==> config.mk <==
export PLATFORM = sky130hd
export DESIGN_NAME = fan_speed_fault_monitor_unit
export DESIGN_NICKNAME = d
export VERILOG_FILES = /design/src/design/fsfm_pkg.sv /design/src/design/fan_speed_fault_monitor_unit.sv
export SDC_FILE = /design/constraint.sdc
export NUM_CORES = 1
export LEC_CHECK = 0
export ABC_AREA = 1
export BUFFER_PORTS_ARGS = -buffer_cell sky130_fd_sc_hd__buf_2
export CAP_MARGIN = 0
export CORE_MARGIN = 2
export CORE_UTILIZATION = 60
export DETAILED_ROUTE_END_ITERATION = 10
export PLACE_DENSITY = 0.81
export SETUP_SLACK_MARGIN = 0.3
export SYNTH_ARGS = -nofsm -noshare
export SYNTH_HDL_FRONTEND = slang
export SYNTH_SLANG_ARGS = --single-unit
==> constraint.sdc <==
create_clock -name clock -period 6.2 [get_ports clock]
set_input_delay 1.24 -clock clock [delete_from_list [all_inputs] [get_ports clock]]
set_output_delay 1.24 -clock clock [all_outputs]
set_load 0.01 [all_outputs]
==> src/design/fsfm_pkg.sv <==
package fsfm_pkg;

   // Request payload widths
   localparam int RAW_SPEED_W = 8;
   localparam int FAN_STATE_W = 16;
   localparam int REQ_DATA_W  = 24;
   localparam int REQ_USER_W  = 1;

   // Response payload widths
   localparam int SPEED_RPM_W = 14;
   localparam int RSP_DATA_W  = 24;

   // Configuration widths
   localparam int CSR_INDEX_W = 3;
   localparam int CSR_DATA_W  = 16;
   localparam int SPEED_W     = 16;
   localparam int RETRIES_W   = 8;
   localparam int COUNT_W     = 9;

   // Register indexes
   localparam logic [CSR_INDEX_W-1:0] REG_ALERTS_BYPASS    = 3'd0;
   localparam logic [CSR_INDEX_W-1:0] REG_WARNING_SPEED    = 3'd1;
   localparam logic [CSR_INDEX_W-1:0] REG_CRITICAL_SPEED   = 3'd2;
   localparam logic [CSR_INDEX_W-1:0] REG_WARNING_RETRIES  = 3'd3;
   localparam logic [CSR_INDEX_W-1:0] REG_CRITICAL_RETRIES = 3'd4;
   localparam logic [CSR_INDEX_W-1:0] REG_SUPPRESS_WARNING = 3'd5;
   localparam logic [CSR_INDEX_W-1:0] REG_MAIN_FAN_MASK    = 3'd6;

   // Operation codes
   localparam logic OP_SAMPLE = 1'b0;
   localparam logic OP_CLEAR  = 1'b1;

   // Reset values
   localparam logic [RETRIES_W-1:0] RETRIES_RESET   = 8'd3;
   localparam logic [SPEED_W-1:0]   FAN_MASK_RESET  = 16'd1;

   typedef struct packed {
      logic                   error_status;
      logic                   warning_alarm;
      logic                   critical_alarm;
      logic                   fan_on;
      logic [SPEED_RPM_W-1:0] speed_rpm;
   } rsp_fields_type;

   // 60 * raw = 64 * raw - 4 * raw; max 15300 fits in 14 bits
   function automatic logic [SPEED_RPM_W-1:0] to_rpm(input logic [RAW_SPEED_W-1:0] raw);
      logic [SPEED_RPM_W-1:0] raw_ext;
      raw_ext = {{(SPEED_RPM_W-RAW_SPEED_W){1'b0}}, raw};
      return (raw_ext << 6) - (raw_ext << 2);
   endfunction

endpackage

==> src/design/fan_speed_fault_monitor_unit.sv <==
// Channel  | Ports                         | Payload (low bit up)
// ---------+-------------------------------+-----------------------------------------------
// request  | req_tvalid/tready/tdata/tuser | tdata: raw_speed[7:0], fan_state[23:8]
//          |                               | tuser: operation[0] (0 sample, 1 clear)
// response | rsp_tvalid/tready/tdata       | tdata: speed_rpm[13:0], fan_on[14],
//          |                               | critical_alarm[15], warning_alarm[16],
//          |                               | error_status[17], zero[23:18]
// config   | csr_valid/ready/index/data    | index 0..6, data low bits hold the register
//
// One request per cycle sustained while the response is taken. A request lands in the
// input register; the counter update and alarm logic run combinationally between it
// and the response register.
// Reset is synchronous, active high: resets valid bits, counters and config registers.
// A stalled response holds; the input register takes one more request, then holds input.
module fan_speed_fault_monitor_unit (
   input  logic                                  clock,
   input  logic                                  reset,
   // request channel
   input  logic                                  req_tvalid,
   output logic                                  req_tready,
   input  logic [fsfm_pkg::REQ_DATA_W-1:0]       req_tdata,  // raw_speed, fan_state
   input  logic [fsfm_pkg::REQ_USER_W-1:0]       req_tuser,  // operation
   // response channel
   output logic                                  rsp_tvalid,
   input  logic                                  rsp_tready,
   output logic [fsfm_pkg::RSP_DATA_W-1:0]       rsp_tdata,  // speed_rpm, fan_on,
                                                             // critical_alarm,
                                                             // warning_alarm, error_status
   // configuration write channel
   input  logic                                  csr_valid,
   output logic                                  csr_ready,
   input  logic [fsfm_pkg::CSR_INDEX_W-1:0]      csr_index,
   input  logic [fsfm_pkg::CSR_DATA_W-1:0]       csr_data
);

   // ---------------- configuration registers ----------------
   logic                                alerts_bypass_ff;
   logic [fsfm_pkg::SPEED_W-1:0]        warning_speed_ff;
   logic [fsfm_pkg::SPEED_W-1:0]        critical_speed_ff;
   logic [fsfm_pkg::RETRIES_W-1:0]      warning_retries_ff;
   logic [fsfm_pkg::RETRIES_W-1:0]      critical_retries_ff;
   logic                                suppress_warning_ff;
   logic [fsfm_pkg::SPEED_W-1:0]        main_fan_mask_ff;

   // Always take config writes; the user must send them only while idle, unchecked.
   assign csr_ready = 1'b1;

   always_ff @(posedge clock) begin
      if (reset) begin
         alerts_bypass_ff    <= 1'b0;
         warning_speed_ff    <= '0;
         critical_speed_ff   <= '0;
         warning_retries_ff  <= fsfm_pkg::RETRIES_RESET;
         critical_retries_ff <= fsfm_pkg::RETRIES_RESET;
         suppress_warning_ff <= 1'b0;
         main_fan_mask_ff    <= fsfm_pkg::FAN_MASK_RESET;
      end else if (csr_valid && csr_ready) begin
         unique case (csr_index)
            fsfm_pkg::REG_ALERTS_BYPASS:    alerts_bypass_ff    <= csr_data[0];
            fsfm_pkg::REG_WARNING_SPEED:    warning_speed_ff    <= csr_data;
            fsfm_pkg::REG_CRITICAL_SPEED:   critical_speed_ff   <= csr_data;
            fsfm_pkg::REG_WARNING_RETRIES:
               warning_retries_ff  <= csr_data[fsfm_pkg::RETRIES_W-1:0];
            fsfm_pkg::REG_CRITICAL_RETRIES:
               critical_retries_ff <= csr_data[fsfm_pkg::RETRIES_W-1:0];
            fsfm_pkg::REG_SUPPRESS_WARNING: suppress_warning_ff <= csr_data[0];
            fsfm_pkg::REG_MAIN_FAN_MASK:    main_fan_mask_ff    <= csr_data;
            default: ;  // unmapped index: drop the write
         endcase
      end
   end

   // ---------------- pipeline control ----------------
   logic in_valid_ff;
   logic rsp_valid_ff;
   logic advance;

   // Move the input register forward whenever the response slot is free or draining.
   assign advance    = !rsp_valid_ff || rsp_tready;
   assign req_tready = !in_valid_ff || advance;

   always_ff @(posedge clock) begin
      if (reset) begin
         in_valid_ff  <= 1'b0;
         rsp_valid_ff <= 1'b0;
      end else begin
         if (req_tready)
            in_valid_ff <= req_tvalid;
         if (advance)
            rsp_valid_ff <= in_valid_ff;
      end
   end

   // ---------------- input register ----------------
   logic                                   op_ff;
   logic [fsfm_pkg::RAW_SPEED_W-1:0]       raw_speed_ff;
   logic [fsfm_pkg::FAN_STATE_W-1:0]       fan_state_ff;

   always_ff @(posedge clock) begin
      if (req_tvalid && req_tready) begin
         op_ff        <= req_tuser[0];
         raw_speed_ff <= req_tdata[fsfm_pkg::RAW_SPEED_W-1:0];
         fan_state_ff <= req_tdata[fsfm_pkg::RAW_SPEED_W +: fsfm_pkg::FAN_STATE_W];
      end
   end

   // ---------------- monitor logic ----------------
   logic [fsfm_pkg::COUNT_W-1:0]     warning_count_ff;
   logic [fsfm_pkg::COUNT_W-1:0]     critical_count_ff;
   logic [fsfm_pkg::COUNT_W-1:0]     warning_count_in;
   logic [fsfm_pkg::COUNT_W-1:0]     critical_count_in;
   logic [fsfm_pkg::COUNT_W-1:0]     warn_retries_ext;
   logic [fsfm_pkg::COUNT_W-1:0]     crit_retries_ext;
   logic [fsfm_pkg::COUNT_W-1:0]     count_step;
   logic [fsfm_pkg::SPEED_RPM_W-1:0] speed;
   logic [fsfm_pkg::SPEED_W-1:0]     speed_ext;
   logic                             fan_on;
   logic                             crit_pulse;
   logic                             warn_pulse;
   fsfm_pkg::rsp_fields_type         result;

   assign speed            = fsfm_pkg::to_rpm(raw_speed_ff);
   assign speed_ext        = {{(fsfm_pkg::SPEED_W-fsfm_pkg::SPEED_RPM_W){1'b0}}, speed};
   assign fan_on           = |(fan_state_ff & main_fan_mask_ff);
   assign warn_retries_ext = {1'b0, warning_retries_ff};
   assign crit_retries_ext = {1'b0, critical_retries_ff};
   assign count_step       = {{(fsfm_pkg::COUNT_W-1){1'b0}}, 1'b1};

   always_comb begin
      warning_count_in  = warning_count_ff;
      critical_count_in = critical_count_ff;
      crit_pulse        = 1'b0;
      warn_pulse        = 1'b0;
      if (op_ff == fsfm_pkg::OP_CLEAR) begin
         warning_count_in  = '0;
         critical_count_in = '0;
      end else begin
         if (!fan_on) begin
            warning_count_in  = '0;
            critical_count_in = '0;
         end else if (!alerts_bypass_ff) begin
            // Count slow samples, saturating at the retry count; a good sample clears.
            if (warning_speed_ff > speed_ext) begin
               if (warn_retries_ext > warning_count_ff)
                  warning_count_in = warning_count_ff + count_step;
               if (critical_speed_ff > speed_ext && crit_retries_ext > critical_count_ff)
                  critical_count_in = critical_count_ff + count_step;
            end else begin
               warning_count_in  = '0;
               critical_count_in = '0;
            end
            // Fire once: step past the retry count so the alarm does not repeat.
            priority if (critical_count_in == crit_retries_ext) begin
               critical_count_in = critical_count_in + count_step;
               warning_count_in  = warn_retries_ext + count_step;
               crit_pulse        = 1'b1;
            end else if (warning_count_in == warn_retries_ext && !suppress_warning_ff) begin
               warning_count_in = warning_count_in + count_step;
               warn_pulse       = 1'b1;
            end else begin
               // no alarm: keep the counts
            end
         end
      end

      result.speed_rpm      = speed;
      result.fan_on         = fan_on;
      result.critical_alarm = crit_pulse;
      result.warning_alarm  = warn_pulse;
      result.error_status   = (warn_retries_ext <= warning_count_in);
   end

   // Counters advance only when the request leaves the input register.
   always_ff @(posedge clock) begin
      if (reset) begin
         warning_count_ff  <= '0;
         critical_count_ff <= '0;
      end else if (in_valid_ff && advance) begin
         warning_count_ff  <= warning_count_in;
         critical_count_ff <= critical_count_in;
      end
   end

   // ---------------- response register ----------------
   fsfm_pkg::rsp_fields_type rsp_fields_ff;

   always_ff @(posedge clock) begin
      if (in_valid_ff && advance)
         rsp_fields_ff <= result;
   end

   assign rsp_tvalid = rsp_valid_ff;
   assign rsp_tdata  = {{(fsfm_pkg::RSP_DATA_W-$bits(fsfm_pkg::rsp_fields_type)){1'b0}},
                        rsp_fields_ff};

endmodule

==> results.json, run 1 <==
{
  "cts_buffer_depth": 2,
  "wl_per_cell_um": 15.7,
  "rows": 41,
  "max_freq_mhz": 186,
  "htree_levels": 4,
  "start_util_pct": 61.8,
  "switching_share_pct": 29.7,
  "cts-root-buf": "clkbuf_16",
  "synth_area_leaders": "dfxtp_1 22%, edfxtp_1 16%, nand2_1 9.8%",
  "slew_viol_final": 0,
  "critPathMaxStageDelay_ns": 0.50,
  "crit_path_end_kind": "flop",
  "track_usage_pct": 29.6,
  "synth_mux_area_share_pct": 0.143,
  "port_buffers": 66,
  "cellLeakagePower_nw": 4.17,
  "drive_gt1_share_pct": 13.7,
  "synthArstFlopShare_pct": 0,
  "period_minus_slack_ns": 5.36,
  "core_um2": 12700,
  "synth-xor-area-share_pct": 3.46,
  "syn_area_um2": 7860,
  "ir_worst_vdd_mv": 0.216,
  "worstSetupPathType": "reg2reg",
  "synth_top_cell_by_area": "dfxtp_1",
  "ys.warnings.count": 0,
  "synth_top_family_by_area": "simple AND/OR/NAND/NOR gates",
  "synth_adder_area_share_pct": 8.60,
  "synth.most_common_cell": "nand2_1",
  "finalCritPeriodShare_pct": 86.5,
  "p_seq_share_pct": 41.5,
  "grt_pass1_vias": 6787,
  "outcome": "complete, no violations",
  "drv_cap": 0,
  "hold_violations": 0,
  "post-dp-hpwl_mm": 14.5,
  "relSlewSlack_pct": 25.3,
  "cts.clk_slew.worst_paths_ns": 0.06,
  "antenna_found_initial": 0,
  "fin_util_pct": 69.4,
  "drcViolationCount": 0,
  "finalClockSkew_ns": 0.0147,
  "path_max_fanout": 28,
  "fp.dieH_um": 118,
  "intPower_w": 0.00157,
  "cts_sinks": 127,
  "design.die.area_um2": 14000,
  "p_total_w": 0.00223,
  "ys_ff_latch": 127,
  "grt_pass1_wl_mm": 32.8,
  "synth-edff-count": 41,
  "tightest_slew_ns": 1.12,
  "crit_slowest_cell": "edfxtp_1",
  "dr.pass1.iters": 5,
  "num_antenna_cells": 0,
  "synth-simple-area-share_pct": 28.9,
  "ys.flop_type": "dfxtp_1",
  "tns_ns": 0,
  "cpMostUsedCell": "nand3_1",
  "ios": 76,
  "drt_iter0_markers": 741,
  "syn-mean-instance-area_um2": 7.47,
  "report.final.setup_viol": 0,
  "power_density_nw_per_um2": 252,
  "dp_slack_ns": 0.807,
  "die-width_um": 118,
  "cts_tree": "done",
  "hold_path_class": "reg2reg",
  "grt_overflow": 0,
  "vias": 7203,
  "final_nets": 1214,
  "ys_seq_area_share_pct": 37.6,
  "cts_made_buffers": 17,
  "p_comb_share_pct": 14.1,
  "syn_to_final_growth_pct": 12.4,
  "arrival_ns": 5.63,
  "rsz0062_at_grt": "no",
  "r2r_setup_slack_ns": 0.84,
  "required_ns": 6.47,
  "wl_mm": 20.3,
  "start_kind": "flop",
  "gp_congestion": 0.969,
  "synth_compound_area_share_pct": 12.0,
  "clkPwrFrac_pct": 44.4,
  "clock_latency_ns": 0.43,
  "net-switching-power_w": 0.000662,
  "synth_cells": 1052,
  "ant_nets": 0,
  "vias_per_cell": 5.56,
  "ys_types": 45,
  "synth_top_area_share_pct": 21.9,
  "synth_common_cells": "205 x nand2_1, 138 x nor2_1, 122 x inv_1",
  "finalWorstSetupSlack_ns": 0.838,
  "grt_max_degree": 60
}
power groups by stage:
stage               clock network, W  registers, W  logic [W]
floorplan                          0      0.000938   0.000221
global placement                   0      0.000941   0.000298
detailed placement                 0      0.000941   0.000304
CTS                         0.000991      0.000924   0.000309
global route                 0.00103      0.000928   0.000354
finish                      0.000989      0.000925   0.000315
cells by family (layout without fill, tap and decap cells):
kind of cell    Yosys count  after routing
simple gates            498            498
xor+xnor                 31             31
other cells               2              9
fa+ha+maj                54             54
buf+inv                 169            234
flops                   127            127
compound gates          170            170
mux                       1              1
critical path, delay by kind of cell (launching register included):
kind	cells	cell delay, ns
AO/OA/AOI/OAI	6	0.87
flip-flops	1	0.50
adder cells (fa/ha/maj)	3	0.94
buffers and inverters	3	0.41
AND/OR/NAND/NOR	17	2.22
XOR/XNOR	1	0.23
worst paths after layout:
| kind | start | to | depth (start not counted) |
|---|---|---|---|
| worst min-delay path | warning_speed_ff[2] | warning_speed_ff[2] | 2 |
| worst max register to register | raw_speed_ff[2] | rsp_tdata[17] | 30 |
| worst max-delay path | raw_speed_ff[2] | rsp_tdata[17] | 30 |
| worst min register to register | warning_speed_ff[2] | warning_speed_ff[2] | 2 |
cells in the final DEF (no fill, tap or decap), types with 23 or more instances in the layout:
cell	instances
ha_1	54
xor2_1	25
nand4_1	23
buf_2	66
nand3_1	63
o21ai_0	78
nand2_1	205
inv_1	122
edfxtp_1	41
nor2_1	138
dfxtp_1	86
a21oi_1	57
routing by layer:
metal  global-route usage, %  vias up  share of wire, %
met4                    13.5        0               3.0
met5                       0        -                 0
met2                    50.0      252                49
met1                    36.5     3321                43
li1                        -     3579                 -
met3                    5.79       51               5.6
repair_timing:
item | CTS | global route
setup buffers | 0 | 0
gates resized for setup | 0 | 4
endpoints found under the setup margin | 0 | 1
hold buffers | 0 | 0
flip-flops by register name (all words and copies together) (netlist names):
name / flops
main_fan_mask_ff: 16
fan_state_ff: 16
critical_speed_ff: 16
raw_speed_ff: 8
suppress_warning_ff: 1
alerts_bypass_ff: 1
warning_speed_ff: 16
in_valid_ff: 1
rsp_tdata: 16
critical_retries_ff: 8
critical_count_ff: 9
rsp_tvalid: 1
op_ff: 1
warning_retries_ff: 8
warning_count_ff: 9
cell type report:
class / count / area, um2
fill: 1114 / 3890
inverter: 135 / 507
tap: 172 / 215
multi-input combinational: 763 / 4240
clock buffer: 17 / 425
clock inverter: 15 / 149
timing repair buffer: 67 / 338
sequential: 127 / 2950
through the flow:
stage / area [um2] / std cells / hold WS [ns]
floorplan: 7880 / 1059 / 0.429
finish: 8830 / 1296 / 0.471
global route: 8830 / 1296 / 0.501
detailed placement: 8220 / 1264 / 0.457
CTS: 8800 / 1296 / 0.471
global placement: 8220 / 1264 / 0.441
(Power assumes the default switching activity.)
==> run 2: changes to the inputs <==
--- a/config.mk
+++ b/config.mk
@@ -6,12 +6,12 @@
 export NUM_CORES = 1
 export LEC_CHECK = 0
 export ABC_AREA = 1
-export BUFFER_PORTS_ARGS = -buffer_cell sky130_fd_sc_hd__buf_2
 export CAP_MARGIN = 0
-export CORE_MARGIN = 2
-export CORE_UTILIZATION = 60
+export CORE_MARGIN = 4
+export CORE_UTILIZATION = 40
 export DETAILED_ROUTE_END_ITERATION = 10
-export PLACE_DENSITY = 0.81
+export DONT_BUFFER_PORTS = 1
+export PLACE_DENSITY = 0.54
 export SETUP_SLACK_MARGIN = 0.3
 export SYNTH_ARGS = -nofsm -noshare
 export SYNTH_HDL_FRONTEND = slang
==> results.json, run 2 (same netlist as run 1, synthesis figures left out) <==
{
  "cellLeakagePower_nw": 3.94,
  "antenna_found_initial": 0,
  "drt_iter0_markers": 300,
  "path_max_fanout": 28,
  "cts_setup_buffers": 0,
  "fillers": 1985,
  "layoutNonFillerInstCount": 1320,
  "cts.clk_slew.worst_paths_ns": 0.07,
  "r2r-start": "raw_speed_ff[4]",
  "drcViolationCount": 0,
  "ios": 76,
  "design.die.area_um2": 21900,
  "fp.dieH_um": 148,
  "worstSetupPathType": "reg2reg",
  "cpMostUsedCell": "nand2_1",
  "hp-start": "main_fan_mask_ff[0]",
  "drive_gt1_share_pct": 8.58,
  "crit_slowest_cell": "edfxtp_1",
  "max_freq_mhz": 187,
  "vias_per_cell": 5.10,
  "report.final.setup_viol": 0,
  "ir_worst_vdd_mv": 0.208,
  "syn_to_final_growth_pct": 10.2,
  "dr.pass1.iters": 5,
  "wl_per_cell_um": 16.1,
  "final_nets": 1150,
  "start_util_pct": 41.3,
  "worst_r2r_path_depth": 31,
  "ant_nets": 0,
  "grt_overflow": 0,
  "hold_violations": 0,
  "period_minus_slack_ns": 5.36,
  "hold_path_class": "reg2reg",
  "rsz0062_at_grt": "no",
  "min_to": "main_fan_mask_ff[0]",
  "grt_pass1_wl_mm": 34.2,
  "seqCellArea_um2": 2950,
  "tns_ns": 0,
  "post-dp-hpwl_mm": 16.0,
  "htree_levels": 4,
  "final_cell_mix": "205 x nand2_1, 138 x nor2_1, 122 x inv_1",
  "cts_made_buffers": 17,
  "track_usage_pct": 19.6,
  "clock_latency_ns": 0.43,
  "outcome": "complete, no violations",
  "r2r_setup_slack_ns": 0.84,
  "critPathMaxStageDelay_ns": 0.46,
  "core_um2": 19000,
  "cts-root-buf": "clkbuf_16",
  "drv_cap": 0,
  "holdPathStages": 2,
  "cts_sinks": 127,
  "crit_path_end_kind": "flop",
  "port_buffers": 0,
  "cts_buffer_depth": 2,
  "multi_input_area_um2": 4240,
  "start_kind": "flop",
  "vias": 6727,
  "finalCritPeriodShare_pct": 86.4,
  "final_common_cell": "nand2_1",
  "num_antenna_cells": 0,
  "tightest_slew_ns": 0.986,
  "grt_max_degree": 64,
  "arrival_ns": 5.52,
  "rows": 50,
  "dpl.cell_count": 1288,
  "required_ns": 6.37,
  "rr_endpoint": "rsp_tdata[17]",
  "grt_pass1_vias": 6434,
  "slew_viol_final": 0,
  "power_density_nw_per_um2": 260,
  "relSlewSlack_pct": 34.0,
  "finalClockSkew_ns": 0.0120,
  "wl_mm": 21.2,
  "die-width_um": 148,
  "cts_tree": "done",
  "gp_congestion": 0.863
}
run 2: changes by cell type in the layout (fill, tap and decap cells not counted), moves of 2 or more:
cell        delta
buf_2         -66
clkinvlp_4     -2
buf_4          +2
inv_8          +4
clkinv_8       +2
run 2: worst max-delay path by stage:
stage / slack, ns / cells past startpoint / to / startpoint
2_1_floorplan: 1.62 / 32 / rsp_tdata[17] / raw_speed_ff[2]
4_1_cts: 0.77 / 29 / rsp_tdata[17] / raw_speed_ff[4]
6_report: 0.84 / 31 / rsp_tdata[17] / raw_speed_ff[4]
3_3_place_gp: 0.82 / 30 / rsp_tdata[17] / raw_speed_ff[0]
3_5_place_dp: 0.77 / 29 / rsp_tdata[17] / raw_speed_ff[4]
5_1_grt: 0.32 / 33 / rsp_tdata[17] / raw_speed_ff[4]
run 2: area by class of cell:
type | count | share of cell area, %
inverters | 135 | 5.85
flip-flops and latches | 127 | 34.1
repair buffers | 3 | 0.260
clock buffers | 17 | 4.91
clock inverters | 15 | 2.17
well taps | 260 | 3.76
multi-input cells | 763 | 49.0
run 2: report_power, final:
part | switching [W] | internal [W]
combinational | 0.000190 | 0.0000872
sequential | 0.0000298 | 0.000900
clock | 0.000457 | 0.000584
total | 0.000676 | 0.00157
run 2: timing repair:
item                       4_1_cts  5_1_grt
hold buffers                     0        0
hold endpoints to repair         0        0
resized for setup                0        4
setup endpoints to repair        0        1
run 2: routing by layer:
| metal | wire, um | share of wire [%] | global-route usage [%] |
|---|---|---|---|
| met3 | 874 | 4.1 | 4.54 |
| met5 | 0 | 0 | 0 |
| met2 | 10500 | 50 | 34.0 |
| met4 | 195 | 0.92 | 4.11 |
| met1 | 9620 | 45 | 25.0 |
run 2: critical path, delay by kind of cell (launching register included):
family                     cells  cell delay [ns]
DFF                            1             0.46
xor gates and xnor gates       1             0.23
AOI/OAI and AO/OA              4             0.59
and+or+nand+nor               19             2.36
adders and majority gates      3             0.96
buffers and inverters          4             0.47
run 2: stage by stage:
step                      hold WS, ns  area [um2]  total power, W  util, %  setup slack [ns]
after floorplan                 0.429        7880         0.00116        -              1.62
after global placement          0.448        8020         0.00122     42.2             0.819
after detailed placement        0.453        8020         0.00122     42.2             0.773
after CTS                       0.468        8630         0.00227     45.4             0.768
after global routing            0.491        8660         0.00235     45.5             0.315
final                           0.463        8660         0.00225     45.5             0.845
==> run 3: changes to the inputs <==
--- a/config.mk
+++ b/config.mk
@@ -12,6 +12,7 @@
 export DETAILED_ROUTE_END_ITERATION = 10
 export DONT_BUFFER_PORTS = 1
 export PLACE_DENSITY = 0.54
+export REMOVE_ABC_BUFFERS = 1
 export SETUP_SLACK_MARGIN = 0.3
 export SYNTH_ARGS = -nofsm -noshare
 export SYNTH_HDL_FRONTEND = slang
==> results.json, run 3 (same netlist as run 1, synthesis figures left out) <==
{
  "outcome": "complete, no violations",
  "crit_slowest_cell": "edfxtp_1",
  "ir_worst_vdd_mv": 0.164,
  "drt_iter0_markers": 368,
  "critPathMaxStageDelay_ns": 0.46,
  "cts_sinks": 127,
  "cts-root-buf": "clkbuf_16",
  "report.final.setup_viol": 0,
  "finalClockSkew_ns": 0.0115,
  "r2r_setup_slack_ns": 0.81,
  "rr_endpoint": "rsp_tdata[17]",
  "drv_cap": 0,
  "power_density_nw_per_um2": 259,
  "syn_to_final_growth_pct": 10.3,
  "whs_ns": 0.465,
  "rows": 50,
  "final_cell_mix": "205 x nand2_1, 138 x nor2_1, 122 x inv_1",
  "cellLeakagePower_nw": 3.95,
  "cpMostUsedCell": "nand2_1",
  "path_max_fanout": 24,
  "grt_pass1_wl_mm": 33.9,
  "rsz0062_at_grt": "no",
  "gp_congestion": 0.863,
  "port_buffers": 0,
  "post-dp-hpwl_mm": 16.0,
  "drive_gt1_share_pct": 8.77,
  "htree_levels": 4,
  "ant_nets": 0,
  "vias": 6689,
  "hold_path_class": "reg2reg",
  "wl_mm": 21.3,
  "dp_slack_ns": 0.652,
  "track_usage_pct": 19.6,
  "relSlewSlack_pct": 27.0,
  "worst_r2r_path_depth": 34,
  "design.die.area_um2": 21900,
  "cts_buffer_depth": 2,
  "arrival_ns": 5.66,
  "grt_overflow": 0,
  "start_kind": "flop",
  "cts_tree": "done",
  "start_util_pct": 41.3,
  "fin_util_pct": 45.6,
  "antenna_found_initial": 0,
  "ios": 76,
  "core_um2": 19000,
  "cts.clk_slew.worst_paths_ns": 0.07,
  "required_ns": 6.47,
  "fp.dieH_um": 148,
  "tightest_slew_ns": 1.09,
  "cts_made_buffers": 17,
  "max_freq_mhz": 186,
  "finalCritPeriodShare_pct": 86.9,
  "drcViolationCount": 0,
  "holdPathStages": 2,
  "finalWorstSetupSlack_ns": 0.809,
  "crit_path_end_kind": "flop",
  "grt_max_degree": 66,
  "hold_violations": 0,
  "min_to": "critical_count_ff[8]",
  "clock_latency_ns": 0.43,
  "vias_per_cell": 5.06,
  "final_nets": 1151,
  "final_common_cell": "nand2_1",
  "num_antenna_cells": 0,
  "slew_viol_final": 0,
  "hp-start": "critical_count_ff[8]",
  "grt_pass1_vias": 6294,
  "dr.pass1.iters": 8,
  "tns_ns": 0,
  "wl_per_cell_um": 16.1,
  "worstSetupPathType": "reg2reg",
  "die-width_um": 148,
  "r2r-start": "raw_speed_ff[4]",
  "period_minus_slack_ns": 5.39
}
## run 3: changes by cell type in the layout (fill, tap and decap cells not counted), sizes merged
cell	before	now
buf	3	4
inv	141	140
clkinv	8	9
## run 3: repair_timing
item | 4_1_cts | 5_1_grt
endpoints found under the setup margin | 0 | 1
setup buffers | 0 | 0
gates resized for setup | 0 | 4
hold buffers | 0 | 0
## run 3: worst max path at each step
stage               depth (start not counted)             to  slack (ns)             from
floorplan                                  30  rsp_tdata[17]        1.59  raw_speed_ff[2]
global placement                           31  rsp_tdata[17]        0.70  raw_speed_ff[2]
detailed placement                         31  rsp_tdata[17]        0.65  raw_speed_ff[2]
CTS                                        31  rsp_tdata[17]        0.63  raw_speed_ff[2]
global route                               34  rsp_tdata[17]        0.29  raw_speed_ff[4]
finish                                     34  rsp_tdata[17]        0.81  raw_speed_ff[4]
## run 3: area by class of cell
type | instances | area, um2
fillers | 1958 | 10300
multi-input cells | 763 | 4240
flip-flops and latches | 127 | 2950
inverters | 135 | 507
clock buffers | 17 | 425
well taps | 260 | 325
clock inverters | 15 | 188
repair buffers | 4 | 30.0
## run 3: per-stage QoR
step	area, um2	instances	power, W
final	8670	1321	0.00225
after global routing	8670	1321	0.00235
after CTS	8640	1321	0.00227
after detailed placement	8030	1289	0.00122
after global placement	8030	1289	0.00122
after floorplan	7670	1025	0.00114
## run 3: layer usage
metal  global-route usage, %  part of all wire, %
met5                       0                    0
met4                    6.10                  2.0
met1                    25.3                   45
met3                    4.24                  4.4
met2                    33.0                   49
## run 3: worst max-delay path, delay by kind of cell, from the launching register on
family          cells  cell delay [ns]
xor+xnor            1             0.26
simple gates       18             2.09
fa+ha+maj           3             0.93
flops               1             0.46
buf+inv             5             0.52
compound gates      7             0.99
## run 3: power breakdown
group          switching, W  leakage [nW]  internal, W  total, W
Clock              0.000456         0.301     0.000582   0.00104
Sequential        0.0000300          1.09     0.000900  0.000930
Combinational      0.000190          2.55    0.0000876  0.000278
Total              0.000676          3.95      0.00157   0.00225
